**src/rtl/kmsw_pkg.sv**
```systemverilog
`timescale 1ns / 1ps
`default_nettype none

package kmsw_pkg;

  // field widths
  localparam int ACT_W  = 2;
  localparam int INS_W  = 8;
  localparam int KMER_W = 7;
  localparam int OUT_W  = 24;

  // defaults for the top level parameters
  localparam int MAX_KMER_DEF   = 64;
  localparam int COUNT_BITS_DEF = 24;

  // window length after reset
  localparam logic [KMER_W-1:0] KMER_RESET = 7'd21;

  // window classification sums
  localparam int SUM_SUB    = 2;
  localparam int SUM_DEL    = 3;
  localparam int INS_SINGLE = 1;

  // number of class counters
  localparam int NUM_CLASS = 6;

  // per-window classification of the current position
  typedef struct packed {
    logic sub_long;
    logic ins_long;
    logic del_long;
    logic sub_short;
    logic ins_short;
    logic del_short;
  } hit_t;

endpackage

`default_nettype wire

```
**src/rtl/kmsw_ram.sv**
```systemverilog
`timescale 1ns / 1ps
`default_nettype none

module kmsw_ram #(
  parameter int WIDTH = 10,
  parameter int DEPTH = 64,
  localparam int AW = (DEPTH > 1) ? $clog2(DEPTH) : 1
) (
  input  wire logic             clk_i,
  input  wire logic             we_i,
  input  wire logic [AW-1:0]    waddr_i,
  input  wire logic [WIDTH-1:0] wdata_i,
  input  wire logic [AW-1:0]    raddr_a_i,
  input  wire logic [AW-1:0]    raddr_b_i,
  output logic      [WIDTH-1:0] rdata_a_o,
  output logic      [WIDTH-1:0] rdata_b_o
);

  logic [WIDTH-1:0] mem_q [DEPTH];

  // one write port, two registered read ports
  always_ff @(posedge clk_i) begin
    if (we_i) begin
      mem_q[waddr_i] <= wdata_i;
    end
    rdata_a_o <= mem_q[raddr_a_i];
    rdata_b_o <= mem_q[raddr_b_i];
  end

endmodule

`default_nettype wire

```
**src/rtl/kmsw_window.sv**
```systemverilog
`timescale 1ns / 1ps
`default_nettype none

module kmsw_window #(
  parameter int MAX_KMER = kmsw_pkg::MAX_KMER_DEF
) (
  input  wire logic                        clk_i,
  input  wire logic                        rst_ni,
  input  wire logic                        cfg_we_i,
  input  wire logic [kmsw_pkg::KMER_W-1:0] cfg_wdata_i,
  input  wire logic                        step_i,
  input  wire logic                        last_i,
  input  wire logic [kmsw_pkg::ACT_W-1:0]  act_i,
  input  wire logic [kmsw_pkg::INS_W-1:0]  ins_i,
  output kmsw_pkg::hit_t                   hit_o
);

  localparam int ACT_W = kmsw_pkg::ACT_W;
  localparam int INS_W = kmsw_pkg::INS_W;
  localparam int DW    = ACT_W + INS_W;
  localparam int AW    = (MAX_KMER > 1) ? $clog2(MAX_KMER) : 1;
  localparam int KW    = $clog2(MAX_KMER + 1);
  localparam int SW    = AW + 2;
  localparam int AS_W  = $clog2(3 * MAX_KMER + 1);
  localparam int IS_W  = $clog2(255 * MAX_KMER + 1);

  logic [kmsw_pkg::KMER_W-1:0] kmer_q, kmer_d;
  logic [AW-1:0]   wp_q, wp_d;
  logic [KW-1:0]   pc_q, pc_d, pc_inc;
  logic [AS_W-1:0] la_q, la_d, la_new, sa_q, sa_d, sa_new;
  logic [IS_W-1:0] li_q, li_d, li_new, si_q, si_d, si_new;
  logic [KW-1:0]   k_cur, s_cur, k_nxt, s_nxt;
  logic [AW-1:0]   raddr_l, raddr_s;
  logic [DW-1:0]   wdata, rdata_l, rdata_s, old_l, old_s;
  logic            byp_l_q, byp_s_q;
  logic [DW-1:0]   byp_data_q;
  logic            seq_clr, full_l_pre, full_s_pre, full_l_post, full_s_post;

  // clamp the configured length into 1..MAX_KMER
  function automatic logic [KW-1:0] clamp_k(input logic [kmsw_pkg::KMER_W-1:0] v);
    logic [KW-1:0] r;
    if (v == '0) begin
      r = KW'(1);
    end else if (int'(v) > MAX_KMER) begin
      r = KW'(MAX_KMER);
    end else begin
      r = KW'(v);
    end
    return r;
  endfunction

  // short window length (k+1)/2
  function automatic logic [KW-1:0] half_k(input logic [KW-1:0] k);
    logic [KW:0] t;
    t = ({1'b0, k} + 1'b1) >> 1;
    return KW'(t);
  endfunction

  // ring index of the entry k positions back from a pointer
  function automatic logic [AW-1:0] back_ptr(input logic [AW-1:0] wp, input logic [KW-1:0] k);
    logic [SW-1:0] t;
    t = SW'(wp) + SW'(MAX_KMER) - SW'(k);
    if (t >= SW'(MAX_KMER)) begin
      t = t - SW'(MAX_KMER);
    end
    return t[AW-1:0];
  endfunction

  assign seq_clr = cfg_we_i | (step_i & last_i);
  assign kmer_d  = cfg_we_i ? cfg_wdata_i : kmer_q;

  assign k_cur = clamp_k(kmer_q);
  assign s_cur = half_k(k_cur);
  assign k_nxt = clamp_k(kmer_d);
  assign s_nxt = half_k(k_nxt);

  // write pointer and saturating position count
  assign pc_inc = (pc_q == KW'(MAX_KMER)) ? pc_q : pc_q + 1'b1;

  always_comb begin
    wp_d = wp_q;
    pc_d = pc_q;
    if (seq_clr) begin
      wp_d = '0;
      pc_d = '0;
    end else if (step_i) begin
      wp_d = (wp_q == AW'(MAX_KMER - 1)) ? '0 : wp_q + 1'b1;
      pc_d = pc_inc;
    end
  end

  // read the leaving entries for the next position ahead of time
  assign raddr_l = back_ptr(wp_d, k_nxt);
  assign raddr_s = back_ptr(wp_d, s_nxt);
  assign wdata   = {act_i, ins_i};

  kmsw_ram #(
    .WIDTH (DW),
    .DEPTH (MAX_KMER)
  ) u_ring (
    .clk_i     (clk_i),
    .we_i      (step_i),
    .waddr_i   (wp_q),
    .wdata_i   (wdata),
    .raddr_a_i (raddr_l),
    .raddr_b_i (raddr_s),
    .rdata_a_o (rdata_l),
    .rdata_b_o (rdata_s)
  );

  // forward an entry written in the same cycle it was read
  assign old_l = byp_l_q ? byp_data_q : rdata_l;
  assign old_s = byp_s_q ? byp_data_q : rdata_s;

  // running window sums
  assign full_l_pre  = pc_q >= k_cur;
  assign full_s_pre  = pc_q >= s_cur;
  assign full_l_post = pc_inc >= k_cur;
  assign full_s_post = pc_inc >= s_cur;

  always_comb begin
    la_new = la_q - (full_l_pre ? AS_W'(old_l[INS_W +: ACT_W]) : '0) + AS_W'(act_i);
    li_new = li_q - (full_l_pre ? IS_W'(old_l[INS_W-1:0]) : '0) + IS_W'(ins_i);
    sa_new = sa_q - (full_s_pre ? AS_W'(old_s[INS_W +: ACT_W]) : '0) + AS_W'(act_i);
    si_new = si_q - (full_s_pre ? IS_W'(old_s[INS_W-1:0]) : '0) + IS_W'(ins_i);
    la_d = la_q;
    li_d = li_q;
    sa_d = sa_q;
    si_d = si_q;
    if (seq_clr) begin
      la_d = '0;
      li_d = '0;
      sa_d = '0;
      si_d = '0;
    end else if (step_i) begin
      la_d = la_new;
      li_d = li_new;
      sa_d = sa_new;
      si_d = si_new;
    end
  end

  // classify full windows
  always_comb begin
    hit_o.sub_long  = step_i & full_l_post & (la_new == AS_W'(kmsw_pkg::SUM_SUB))
                      & (li_new == '0);
    hit_o.ins_long  = step_i & full_l_post & (la_new == '0)
                      & (li_new == IS_W'(kmsw_pkg::INS_SINGLE));
    hit_o.del_long  = step_i & full_l_post & (la_new == AS_W'(kmsw_pkg::SUM_DEL))
                      & (li_new == '0);
    hit_o.sub_short = step_i & full_s_post & (sa_new == AS_W'(kmsw_pkg::SUM_SUB))
                      & (si_new == '0);
    hit_o.ins_short = step_i & full_s_post & (sa_new == '0)
                      & (si_new == IS_W'(kmsw_pkg::INS_SINGLE));
    hit_o.del_short = step_i & full_s_post & (sa_new == AS_W'(kmsw_pkg::SUM_DEL))
                      & (si_new == '0);
  end

  // state registers
  always_ff @(posedge clk_i or negedge rst_ni) begin
    if (!rst_ni) begin
      kmer_q  <= kmsw_pkg::KMER_RESET;
      wp_q    <= '0;
      pc_q    <= '0;
      la_q    <= '0;
      li_q    <= '0;
      sa_q    <= '0;
      si_q    <= '0;
      byp_l_q <= 1'b0;
      byp_s_q <= 1'b0;
    end else begin
      kmer_q  <= kmer_d;
      wp_q    <= wp_d;
      pc_q    <= pc_d;
      la_q    <= la_d;
      li_q    <= li_d;
      sa_q    <= sa_d;
      si_q    <= si_d;
      byp_l_q <= step_i & (raddr_l == wp_q);
      byp_s_q <= step_i & (raddr_s == wp_q);
    end
  end

  // forwarded data
  always_ff @(posedge clk_i) begin
    byp_data_q <= wdata;
  end

endmodule

`default_nettype wire

```
**src/rtl/kmsw_count.sv**
```systemverilog
`timescale 1ns / 1ps
`default_nettype none

module kmsw_count #(
  parameter int COUNT_BITS = kmsw_pkg::COUNT_BITS_DEF
) (
  input  wire logic                       clk_i,
  input  wire logic                       rst_ni,
  input  wire logic                       clear_i,
  input  wire logic                       step_i,
  input  wire logic                       last_i,
  input  wire kmsw_pkg::hit_t             hit_i,
  output logic [kmsw_pkg::OUT_W-1:0]      count_o [kmsw_pkg::NUM_CLASS]
);

  localparam int NC = kmsw_pkg::NUM_CLASS;
  localparam int OW = kmsw_pkg::OUT_W;

  logic [COUNT_BITS-1:0] cnt_q [NC];
  logic [COUNT_BITS-1:0] cnt_d [NC];
  logic [COUNT_BITS-1:0] bumped [NC];
  logic [NC-1:0]         hit_vec;

  // output order: long sub, ins, del, then short sub, ins, del
  assign hit_vec = {hit_i.del_short, hit_i.ins_short, hit_i.sub_short,
                    hit_i.del_long,  hit_i.ins_long,  hit_i.sub_long};

  // saturating increment, cleared at end of sequence or on reconfiguration
  always_comb begin
    for (int i = 0; i < NC; i++) begin
      bumped[i] = (hit_vec[i] && (cnt_q[i] != '1)) ? cnt_q[i] + 1'b1 : cnt_q[i];
      if (clear_i || (step_i && last_i)) begin
        cnt_d[i] = '0;
      end else begin
        cnt_d[i] = bumped[i];
      end
      count_o[i] = OW'(bumped[i]);
    end
  end

  always_ff @(posedge clk_i or negedge rst_ni) begin
    if (!rst_ni) begin
      for (int i = 0; i < NC; i++) begin
        cnt_q[i] <= '0;
      end
    end else begin
      for (int i = 0; i < NC; i++) begin
        cnt_q[i] <= cnt_d[i];
      end
    end
  end

endmodule

`default_nettype wire

```
**src/rtl/kmer_single_mutation_window_counter_unit.sv**
```systemverilog
`timescale 1ns / 1ps
`default_nettype none

// Counts single-mutation windows over a stream of sequence positions. Each
// request carries one position's action code and insertion length; a long
// window of k positions and a short window of (k+1)/2 positions slide over
// the positions of the current sequence, and every full window whose sums
// show exactly one substitution, deletion or single-base insertion bumps a
// saturating counter. The request marked last returns the six counts and
// starts a new sequence. One position is taken every clock unless a last
// request waits for a busy output register; the leaving window entries are
// read ahead from a dual-read ring memory, so the running sums update
// between the input register and the result register. A result may wait
// in the output register while new requests flow in. Writing kmer_size
// (clamped to 1..MAX_KMER) abandons the current sequence and clears all
// counts; write it only while no request is in flight.
module kmer_single_mutation_window_counter_unit #(
  parameter int MAX_KMER   = kmsw_pkg::MAX_KMER_DEF,
  parameter int COUNT_BITS = kmsw_pkg::COUNT_BITS_DEF
) (
  input  wire logic                        clk_i,
  input  wire logic                        rst_ni,
  input  wire logic                        cfg_we_i,
  input  wire logic [kmsw_pkg::KMER_W-1:0] cfg_wdata_i,
  input  wire logic                        in_valid_i,
  output logic                             in_ready_o,
  input  wire logic [kmsw_pkg::ACT_W-1:0]  action_i,
  input  wire logic [kmsw_pkg::INS_W-1:0]  insert_len_i,
  input  wire logic                        is_last_i,
  output logic                             out_valid_o,
  input  wire logic                        out_ready_i,
  output logic [kmsw_pkg::OUT_W-1:0]       sub_long_o,
  output logic [kmsw_pkg::OUT_W-1:0]       ins_long_o,
  output logic [kmsw_pkg::OUT_W-1:0]       del_long_o,
  output logic [kmsw_pkg::OUT_W-1:0]       sub_short_o,
  output logic [kmsw_pkg::OUT_W-1:0]       ins_short_o,
  output logic [kmsw_pkg::OUT_W-1:0]       del_short_o
);

  localparam int NC = kmsw_pkg::NUM_CLASS;
  localparam int OW = kmsw_pkg::OUT_W;

  logic                       s1_valid_q;
  logic [kmsw_pkg::ACT_W-1:0] s1_act_q;
  logic [kmsw_pkg::INS_W-1:0] s1_ins_q;
  logic                       s1_last_q;
  logic                       step, in_take, out_load;
  kmsw_pkg::hit_t             hit;
  logic [OW-1:0]              count [NC];
  logic [OW-1:0]              res_q [NC];

  // a position steps unless its result must wait for a busy output register
  assign step       = s1_valid_q & (~s1_last_q | ~out_valid_o | out_ready_i);
  assign in_ready_o = ~s1_valid_q | step;
  assign in_take    = in_valid_i & in_ready_o;
  assign out_load   = step & s1_last_q;

  // input register
  always_ff @(posedge clk_i or negedge rst_ni) begin
    if (!rst_ni) begin
      s1_valid_q <= 1'b0;
    end else if (in_ready_o) begin
      s1_valid_q <= in_valid_i;
    end
  end

  always_ff @(posedge clk_i) begin
    if (in_take) begin
      s1_act_q  <= action_i;
      s1_ins_q  <= insert_len_i;
      s1_last_q <= is_last_i;
    end
  end

  // window sums and classification
  kmsw_window #(
    .MAX_KMER (MAX_KMER)
  ) u_window (
    .clk_i       (clk_i),
    .rst_ni      (rst_ni),
    .cfg_we_i    (cfg_we_i),
    .cfg_wdata_i (cfg_wdata_i),
    .step_i      (step),
    .last_i      (s1_last_q),
    .act_i       (s1_act_q),
    .ins_i       (s1_ins_q),
    .hit_o       (hit)
  );

  // class counters
  kmsw_count #(
    .COUNT_BITS (COUNT_BITS)
  ) u_count (
    .clk_i   (clk_i),
    .rst_ni  (rst_ni),
    .clear_i (cfg_we_i),
    .step_i  (step),
    .last_i  (s1_last_q),
    .hit_i   (hit),
    .count_o (count)
  );

  // result register
  always_ff @(posedge clk_i or negedge rst_ni) begin
    if (!rst_ni) begin
      out_valid_o <= 1'b0;
    end else if (out_load) begin
      out_valid_o <= 1'b1;
    end else if (out_ready_i) begin
      out_valid_o <= 1'b0;
    end
  end

  always_ff @(posedge clk_i) begin
    if (out_load) begin
      for (int i = 0; i < NC; i++) begin
        res_q[i] <= count[i];
      end
    end
  end

  assign sub_long_o  = res_q[0];
  assign ins_long_o  = res_q[1];
  assign del_long_o  = res_q[2];
  assign sub_short_o = res_q[3];
  assign ins_short_o = res_q[4];
  assign del_short_o = res_q[5];

endmodule

`default_nettype wire
```
**config.mk**
```make
export PLATFORM = sky130hd
export DESIGN_NAME = kmer_single_mutation_window_counter_unit
export DESIGN_NICKNAME = d
export VERILOG_FILES = /design/src/rtl/kmsw_pkg.sv /design/src/rtl/kmsw_ram.sv /design/src/rtl/kmsw_window.sv /design/src/rtl/kmsw_count.sv /design/src/rtl/kmer_single_mutation_window_counter_unit.sv
export SDC_FILE = /design/constraint.sdc
export NUM_CORES = 1
export LEC_CHECK = 0
export CORE_UTILIZATION = 25
export DETAILED_ROUTE_END_ITERATION = 6
export DONT_BUFFER_PORTS = 1
export PLACE_DENSITY = 0.44
export SYNTH_ARGS = -nofsm -noshare
export SYNTH_HDL_FRONTEND = slang
export SYNTH_SLANG_ARGS = --single-unit
```
**constraint.sdc**
```tcl
create_clock -name clk_i -period 15.7 [get_ports clk_i]
set_clock_uncertainty 0.2 [all_clocks]
set_input_delay 0 -clock clk_i [delete_from_list [all_inputs] [get_ports clk_i]]
set_output_delay 0 -clock clk_i [all_outputs]
set_load 0.01 [all_outputs]
```
## After elaboration in Yosys (flattened, before gate mapping)

Memories as Yosys holds them, arrays and structs flattened. A register that Yosys moved wholly into a read port is not among the register bits.
Index checks and enable logic that the tools add are counted.

- Input bits: 23
- Output and inout port bits: 146
- Word-level logic and storage cells: 157
- Bits in writable memories: 784
- Memories: 2
- Register bits: 233

- Reductions and logical operators: 16
- Muxes and demuxes: 45
- Equality and inequality tests: 16
- Bitwise operators: 26
- Add/sub/neg operators: 23
- Magnitude comparators: 8

Memory list:

| memory | words | bits a word | rd ports | clocked after Yosys merged registers in | write ports | RTL line | text |
|---|---|---|---|---|---|---|---|
| u_window.u_ring.mem_q | 64 | 10 | 2 | 2 | 1 | kmsw_ram.sv:19 | `logic [WIDTH-1:0] mem_q [DEPTH];` |
| res_q | 6 | 24 | 6 | 0 | 6 | kmer_single_mutation_window_counter_unit.sv:50 | `logic [OW-1:0] res_q [NC];` |

Operators by type and width:

| operator | count |
|---|---|
| 2-to-1 mux 24 bit | 12 |
| adder 24 x 1 -> 24 bit (second input constant) | 6 |
| != test 24 bit (second input constant) | 6 |
| 2-to-1 mux 14 bit | 4 |
| 2-to-1 mux 7 bit | 8 |
| 2-to-1 mux 8 bit | 6 |
| == test 8 x 2 -> 1 bit (second input constant) | 4 |
| 2-to-1 mux 6 bit | 5 |
| adder 14 x 8 -> 14 bit | 2 |
| == test 14 x 1 -> 1 bit (second input constant) | 2 |
| greater-or-equal comparator 7 bit | 4 |
| logical NOT 14 bit | 2 |
| subtractor 14 bit | 2 |
| 2-to-1 mux 10 bit | 2 |
| AND 1 bit | 19 |
| adder 7 x 1 -> 8 bit (second input constant) | 2 |
| adder 8 x 2 -> 8 bit | 2 |
| greater-or-equal comparator 8 x 7 -> 1 bit (second input constant) | 2 |
| logical NOT 8 bit | 2 |
| subtractor 8 x 7 -> 8 bit | 2 |
| subtractor 8 bit | 2 |
| greater-than comparator 7 bit (second input constant) | 2 |
| logical NOT 7 bit | 2 |
| == test 6 bit | 2 |
| 13 further kinds | 32 |

## Depth between registers and ports, before layout

Gate-level depths: netlist of run 1.

- Depth in word-level cells: 14
- Depth in mapped cells: 29
- Mapped depth without buffers: 26

## Cells and area by module

Synthesis of run 1 repeated with hierarchy kept, for this count alone.

- Cell total of the unflattened synthesis: 3412
- Area, all modules: 51070.2 um^2

Modules (own cells, without submodules):

| module | instances | cells an instance | area each (um^2) |
|---|---|---|---|
| kmsw_ram | 1 | 1499 | 30352.9 |
| kmsw_count | 1 | 961 | 8953.6 |
| kmsw_window | 1 | 787 | 6988.0 |
| kmer_single_mutation_window_counter_unit | 1 | 165 | 4775.8 |

## Least setup slack after synthesis of run 1

Ideal clock, no wire load.

- Path type: register to register
- Start: register s1_last_q
- End: register u_window.u_ring.rdata_b_o[0] (read register of u_window.u_ring.mem_q)
- Cell stages (with the launch flop): 15
- Setup time: 0.133 ns
- Clock period less this slack: 8.581 ns
- Path buffers: 4
- Arrival: 8.248 ns
- Slack: 7.119 ns
- Cell sequence: edfxtp_1 and3b_1 nor2_1 and2_1 or2_2 clkbuf_1 clkbuf_1 a21oi_1 fa_1 xnor2_1 clkbuf_1 buf_1 mux4_2 mux2i_1 a21oi_1

- Word-level cells in the longest chain between the ends: 11
- Elaborated cells on any way between the ends: 13
- Classes of those cells: add/sub: 3; order compare: 1; mux: 3; bitwise: 6

RTL lines:

| item | RTL line | text |
|---|---|---|
| start: declaration | kmer_single_mutation_window_counter_unit.sv:46 | `logic s1_last_q;` |
| start signal: assignment | kmer_single_mutation_window_counter_unit.sv:71 | `s1_last_q <= is_last_i;` |
| NOT 1 bit | kmer_single_mutation_window_counter_unit.sv:53 | `assign step = s1_valid_q & (~s1_last_q \| ~out_valid_o \| out_ready_i);` |
| bitwise OR 1 bit (2 in series) | kmer_single_mutation_window_counter_unit.sv:53 |  |
| AND 1 bit | kmer_single_mutation_window_counter_unit.sv:53 |  |
| AND 1 bit (*) | - |  |
| named net out_load | kmer_single_mutation_window_counter_unit.sv:47 | `logic step, in_take, out_load;` |
| bitwise OR 1 bit (*) | kmsw_window.sv:69 | `assign seq_clr = cfg_we_i \| (step_i & last_i);` |
| 2-to-1 mux 6 bit (*) | kmsw_window.sv:83 | `if (seq_clr) begin` |
| named net u_window.wp_d[1] | kmsw_window.sv:28 | `logic [AW-1:0] wp_q, wp_d;` |
| adder 6 x 7 -> 8 bit (*) | kmsw_window.sv:62 | `t = SW'(wp) + SW'(MAX_KMER) - SW'(k);` |
| subtractor 8 x 7 -> 8 bit (*) | kmsw_window.sv:62 |  |
| greater-or-equal comparator 8 x 7 -> 1 bit or subtractor 6 x 1 -> 6 bit (tied branches) | kmsw_window.sv:63, kmsw_window.sv:64 |  |
| 2-to-1 mux 6 bit (*) | kmsw_window.sv:63 | `if (t >= SW'(MAX_KMER)) begin` |
| end: declaration | kmsw_ram.sv:16 | `output logic [WIDTH-1:0] rdata_b_o` |

Mark *: on every way through the listed nets, which the timed path passes. The rest lies on a longest branch.
A chain may end at the register's enable or synchronous reset.

==> metrics.md, run 1 <==
| Metric | Value |
|---|---|
| Status | `finished clean` |
| Leak Pwr | `between 20 and 25 nW` |
| Global route hottest layer | `met2` |
| Postcts setup bufs | `0` |
| Total Wirelength | `151000 µm` |
| P_int | `5.92 mW` |
| Worst Hold Class | `primary input to register` |
| Worst-margin pin slew | `1130 ps` |
| Worst R2R Setup Slack | `7240 ps` |
| Peak VDD IR | `just over 0.1 mV` |
| RSZ-0062 raised after global routing | `false` |
| Clock share of power | `roughly a third` |
| CTS tree | `built` |
| Syn Std Cell Area | `52100 µm²` |
| Slew HR | `24.9%` |
| Total Power | `roughly 8.7 mW` |
| FF-to-FF Start | `u_window.kmer_q[4]` |
| Sequential share of the synthesized area | `57.2%` |
| Worst R2R Path Depth | `25` |
| Commonest cells after routing, fill and taps aside | `795 x edfxtp_1, 400 x mux4_2, 232 x nand2_1` |
| Setup violators final | `0` |
| Maximum clock frequency | `approximately 120 MHz` |
| Area of the core | `207000 µm²` |
| Largest net degree at the start of global routing | `131` |
| Switching Share | `32.2%` |
| Mapped Cells | `around 3500` |
| Post-DP HPWL | `93700 µm` |
| Row cnt | `around 170` |
| Asr flop ratio synth | `20.4%` |
| Reg power frac | `35.6%` |
| Worst Path Class, Setup | `register to register` |
| #FFs+latches synth | `1037` |
| Die area | `210000 µm²` |
| Distinct cell type count of the synthesized netlist | `82` |
| Layout cell share with drive strength beyond 1 | `21.6%` |
| CP Launch Type | `register` |
| Warning count from the yosys run | `0` |
| Nets@finish | `3692` |
| Die W | `approximately 460 µm` |
| Vias in the first global route | `approximately 31000` |
| Max Cap Viol | `0` |
| Port bufs | `0` |
| Hold path startpoint | `cfg_wdata_i[6]` |
| CP max FO | `around 110` |
| Ports | `169` |
| Layout overhead on the synthesized area | `15.5%` |
| Tmin final | `around 8500 ps` |
| Number of synthesized flops with an enable pin | `795` |
| Placer Congestion | `0.778` |
| CTS Sinks | `about 1000` |
| GRT met2 Usage | `23.6%` |
| Worst hold path stage count | `4` |
| Pins Over Slew Limit | `0` |
| Number of vias per cell | `4.80` |
| Hold endpoint | `u_window.kmer_q[6]` |
| PwrDens | `about 150 nW/µm²` |
| Met1 Use GR | `a little under a fifth` |
| Clock root buffer master | `clkbuf_16` |
| Die Y | `about 460 µm` |
| Number of hold buffers added after cts | `44` |
| Antenna violations before repair | `6` |
| Clock buffers created by TritonCTS | `119` |
| ANT nets after route | `0` |
| CTS Buffer Depth | `3` |
| Psw | `2.81 mW` |
| Most common cell after layout, fill and taps aside | `edfxtp_1` |
| Detailed-route via count | `31000` |
| Primary FF master, synth | `edfxtp_1` |
| Hold Fails Final Rpt | `0` |
| Met3 usage | `2.63%` |
| First-pass GRT wire length | `about 220000 µm` |
| Total negative slack | `0 ps` |
| Drt pass-1 iters | `6` |
| Period utilization | `53.9%` |
| Syn Area/Cell | `14.8 µm²` |
| Critical path required time | `15990 ps` |
| Worst Path Arrival | `8750 ps` |
| Comb pwr share | `31.3%` |
| Clk Latency, worst-skew pair | `770 ps` |
| GRT Resource Usage Total | `14.2%` |
| Clock transition at the registers of the reported paths | `roughly 60 ps` |
| Drt drc | `0` |
| Overflow after GRT | `0` |
| WL per Instance | `23.5 µm` |
| PostCTS Resize Cnt | `0` |
| DRT iter0 DRCs | `2544` |
| H-Tree Depth | `3` |
| Reg2Reg Capture Point | `res_q[4][22]` |
| Initial core utilization | `25.2%` |
| CP endpoint kind | `register` |
## synthesized netlist by cell type, types with 33 or more instances
cell type,count,share of area (%)
nand4_1,63,0.76
ha_1,89,2.1
nor3_1,57,0.55
and3_1,38,0.46
mux2i_1,141,2.7
xnor2_1,52,0.87
nand3_1,97,0.93
a21o_1,33,0.48
nor2_1,164,1.2
or3_1,55,0.66
o21ai_0,78,0.75
clkbuf_1,152,1.1
a21oi_1,117,1.1
buf_1,39,0.28
nand2_1,233,1.7
xor2_1,92,1.5
mux4_2,400,17
edfxtp_1,795,46
nand2b_1,86,1.0
inv_1,139,1.0
dfrtp_1,209,10
## routing by layer
metal / up-vias / share of wire (%)
li1: 13900 / -
met1: 16000 / 44
met2: 779 / 48
met3: 196 / 5.1
met4: 0 / 2.7
met5: - / 0
## registers in the layout, summed over array words and instances, names as in the netlist
signal                     flops
u_window.la_q                  8
u_window.byp_l_q               1
u_window.u_ring.mem_q        640
u_window.u_ring.rdata_b_o     10
u_window.si_q                 14
u_window.pc_q                  7
u_window.sa_q                  8
u_window.byp_data_q           10
out_valid_o                    1
u_window.u_ring.rdata_a_o     10
s1_ins_q                       8
u_window.li_q                 14
s1_act_q                       2
u_window.kmer_q                7
s1_valid_q                     1
res_q                        144
u_count.cnt_q                144
u_window.wp_q                  6
s1_last_q                      1
u_window.byp_s_q               1
## how the worst max path moves through the flow
stage | from | end | depth (start not counted)
finish | u_window.kmer_q[4] | res_q[4][22] | 25
CTS | u_window.kmer_q[4] | res_q[4][22] | 25
global placement | u_window.kmer_q[4] | res_q[4][22] | 25
detailed placement | u_window.kmer_q[4] | res_q[4][22] | 25
global route | u_window.kmer_q[6] | res_q[4][22] | 25
floorplan | s1_last_q | u_window.u_ring.rdata_b_o[0] | 14
## metrics by stage
stage	util, %	setup WS, ps	hold slack (ps)	cell area (µm²)	instances
floorplan	-	7120	-496	52100	3530
detailed placement	26.9	7290	-488	55600	6181
finish	29.1	7240	113	60200	6451
CTS	29.1	7230	85.5	60200	6449
global route	29.1	6780	116	60200	6450
global placement	26.9	7300	-489	55600	6181
## area by class of cell
cell class	instances	area, µm²
fill	20700	147000
sequential	1037	29800
multi-input combinational	2150	21300
tap	2788	3490
clock buffer	142	3180
timing repair buffer	109	1000
clock inverter	82	880
inverter	141	529
antenna	2	5.00
## power groups by stage
stage	registers [mW]	clock network (mW)	logic (mW)
final	3.11	2.89	2.74
after floorplan	3.16	0	1.91
after global routing	3.12	3.07	2.94
after detailed placement	3.17	0	2.74
after global placement	3.17	0	2.74
after CTS	3.11	2.98	2.77
## worst max-delay path, stage by stage, from the launching register on
cell	delay (ps)
dfstp_2	580
nor2_1	70
a21oi_1	150
nor2_1	100
ha_1	330
ha_1	290
nand2b_1	140
a21o_1	180
a21o_1	170
a21o_1	170
maj3_1	350
maj3_1	340
a21oi_1	680
nor2_1	160
fa_1	580
inv_1	60
ha_1	300
a211oi_1	480
o21a_1	210
o221ai_2	100
a2111o_1	420
a2111o_1	460
or3_2	420
buf_4	450
nor3_2	380
mux2_1	350
## cells by family after synthesis
| logic type | after synthesis | share of synthesized area [%] |
|---|---|---|
| flip-flops | 1037 | 57.2 |
| multiplexers | 548 | 20.2 |
| AO/OA/AOI/OAI | 391 | 4.94 |
| adder cells (fa/ha/maj) | 113 | 3.02 |
| XOR/XNOR | 145 | 2.46 |
| AND/OR/NAND/NOR | 951 | 9.72 |
| buffers and inverters | 343 | 2.53 |
| other | 1 | 0.00720 |
(Power assumes the default switching activity.)
==> run 2: changes to the inputs <==
PLACE_DENSITY = 0.46   (was 0.44)
clock period = 7.3 ns   (was 15.7 ns; I/O delays follow)
==> metrics.md, run 2 (synthesis gave the netlist of run 1 again) <==
| Metric | Value |
|---|---|
| Peak VDD IR | `0.204 mV (+97%)` |
| Port bufs | `0 (unchanged)` |
| Post-DP HPWL | `96900 µm (+3.5%)` |
| CP endpoint kind | `register` |
| Worst Path Arrival | `7490 ps (-1260 ps)` |
| WL per Instance | `23.0 µm (-2.1%)` |
| Max Cap Viol | `0 (unchanged)` |
| CTS Buffer Depth | `3 (unchanged)` |
| Die Y | `459 µm (unchanged)` |
| Drt pass-1 iters | `5 (-1)` |
| Most common cell after layout, fill and taps aside | `edfxtp_1` |
| Ports | `169 (unchanged)` |
| Die area | `210000 µm² (unchanged)` |
| Largest net degree at the start of global routing | `153 (+17%)` |
| Worst-margin pin slew | `1240 ps (+117 ps)` |
| Nets@finish | `3853 (+4.4%)` |
| Largest register by flop count | `u_window.u_ring.mem_q` |
| Commonest cells after routing, fill and taps aside | `795 x edfxtp_1, 400 x mux4_2, 232 x nand2_1` |
| Vias in the first global route | `32200 (+2.3%)` |
| Maximum clock frequency | `142 MHz (+20%)` |
| Clock transition at the registers of the reported paths | `60 ps (about the same)` |
| Row cnt | `167 (unchanged)` |
| First-pass GRT wire length | `224000 µm (+1.3%)` |
| Worst slack at placement | `-105 ps (-7400 ps)` |
| Clk Latency, worst-skew pair | `780 ps (about the same)` |
| Total Power | `19.3 mW (+120%)` |
| Slew HR | `17.2% (-7.7 points)` |
| PwrDens | `312 nW/µm² (+110%)` |
| Worst Path Class, Setup | `register to register` |
| Setup violators final | `0 (unchanged)` |
| Regs by FF count | `u_window.u_ring.mem_q x640, res_q x144, u_count.cnt_q x144` |
| Total negative slack | `0 ps (unchanged)` |
| Area of the core | `207000 µm² (unchanged)` |
| CTS Sinks | `1037 (unchanged)` |
| Clock buffers created by TritonCTS | `120 (+0.84%)` |
| ANT nets after route | `0 (unchanged)` |
| Critical path required time | `7750 ps (-8240 ps)` |
| Leak Pwr | `21.9 nW (+5.2%)` |
| DRT iter0 DRCs | `2423 (-4.8%)` |
| GRT Resource Usage Total | `14.3% (+0.077 points)` |
| H-Tree Depth | `3 (unchanged)` |
| CP max FO | `23 (-79%)` |
| Layout cell share with drive strength beyond 1 | `25.9% (+4.3 points)` |
| RSZ-0062 raised after global routing | `true` |
| CP Launch Type | `register` |
| Layout overhead on the synthesized area | `19.1%` |
| Number of vias per cell | `4.78 (-0.49%)` |
| Drt drc | `0 (unchanged)` |
| Placer Congestion | `0.777 (-0.12%)` |
| Hold Fails Final Rpt | `0 (unchanged)` |
| PnR worst setup slack | `254 ps (-6980 ps)` |
| Final non-filler cell total | `6615 (+2.5%)` |
| Clock root buffer master | `clkbuf_16` |
| Tmin final | `7050 ps (-1420 ps)` |
| Hold_ws | `190 ps (+77.3 ps)` |
| Number of flip-flops in the largest register | `640 (unchanged)` |
| Placed Cells | `6335 (+2.5%)` |
| Overflow after GRT | `0 (unchanged)` |
| Die W | `459 µm (unchanged)` |
| Antenna violations before repair | `10 (+4)` |
| Pins Over Slew Limit | `0 (unchanged)` |
| Status | `finished clean` |
| Worst Hold Class | `primary input to register` |
| Period utilization | `96.5% (+43 points)` |
| CTS tree | `built` |
| Total Wirelength | `152000 µm (+0.44%)` |
| Initial core utilization | `25.2% (unchanged)` |
| Detailed-route via count | `31600 (+2.0%)` |
==> run 2: repair_timing <==
action | 4_1_cts | 5_1_grt
endpoints found under the setup margin | 88 | 145
buffers inserted | 0 | 2
hold endpoints to repair | 347 | 0
hold buffers | 44 | 0
pin swaps | 1 | 23
gates resized for setup | 3 | 89
gates cloned | 1 | 3
==> run 2: cell type report <==
class / instances / area, µm²
multi-input cells: 2150 / 21600
inverters: 141 / 529
flip-flops and latches: 1037 / 29800
diodes: 1 / 2.50
well taps: 2788 / 3490
repair buffers: 269 / 2480
clock buffers: 157 / 3270
clock inverters: 72 / 870
fillers: 20600 / 145000
==> run 2: per-layer routing <==
| metal | wire, µm | part of all wire, % | global-route usage (%) |
|---|---|---|---|
| met5 | 0 | 0 | 0 |
| met4 | 3300 | 2.2 | 3.47 |
| met3 | 6870 | 4.5 | 2.12 |
| met2 | 75300 | 50 | 24.3 |
| met1 | 66600 | 44 | 19.0 |
==> run 2: worst paths after layout <==
kind                                           end                from  slack (ps)  cells after the start
worst min register to register    u_window.sa_q[1]    u_window.sa_q[1]         280                      2
min in group asynchronous         u_window.pc_q[0]              rst_ni         370                      3
worst max register to register   u_count.cnt_q[47]  u_window.kmer_q[2]         250                     26
max in group asynchronous         u_window.la_q[2]              rst_ni        5610                      3
worst max-delay path             u_count.cnt_q[47]  u_window.kmer_q[2]         250                     26
worst min-delay path            u_window.kmer_q[6]      cfg_wdata_i[6]         190                      4
==> run 2: worst max-delay path, stage by stage, from the launching register on <==
cell       delay (ps)
dfstp_2           370
nor3_2            160
a21oi_1            80
nor2_1            160
ha_2              310
ha_1              270
nand2b_1          140
a21o_1            170
a21o_1            170
a21o_1            190
maj3_1            350
maj3_2            300
a21oi_1           120
buf_4             150
nor2_2             50
fa_1              580
inv_2              60
ha_4              240
a211o_1           310
a211oi_4          250
o221ai_2          130
a2111o_1          410
a2111o_1          420
or3_4             460
bufbuf_16         320
or3_1             370
a21oi_1           160
==> run 2: per-stage QoR <==
stage / utilization, % / cell area [µm²]
after global placement: 27.5 / 57000
after detailed placement: 27.5 / 57000
final: 30.0 / 62000
after global routing: 30.0 / 62000
after CTS: 29.8 / 61600
after floorplan: - / 52100
==> run 2: where the power goes <==
group | internal, mW | total [mW] | switching [mW]
sequential | 6.56 | 6.71 | 0.153
combinational | 2.92 | 6.34 | 3.42
clock | 3.69 | 6.29 | 2.60
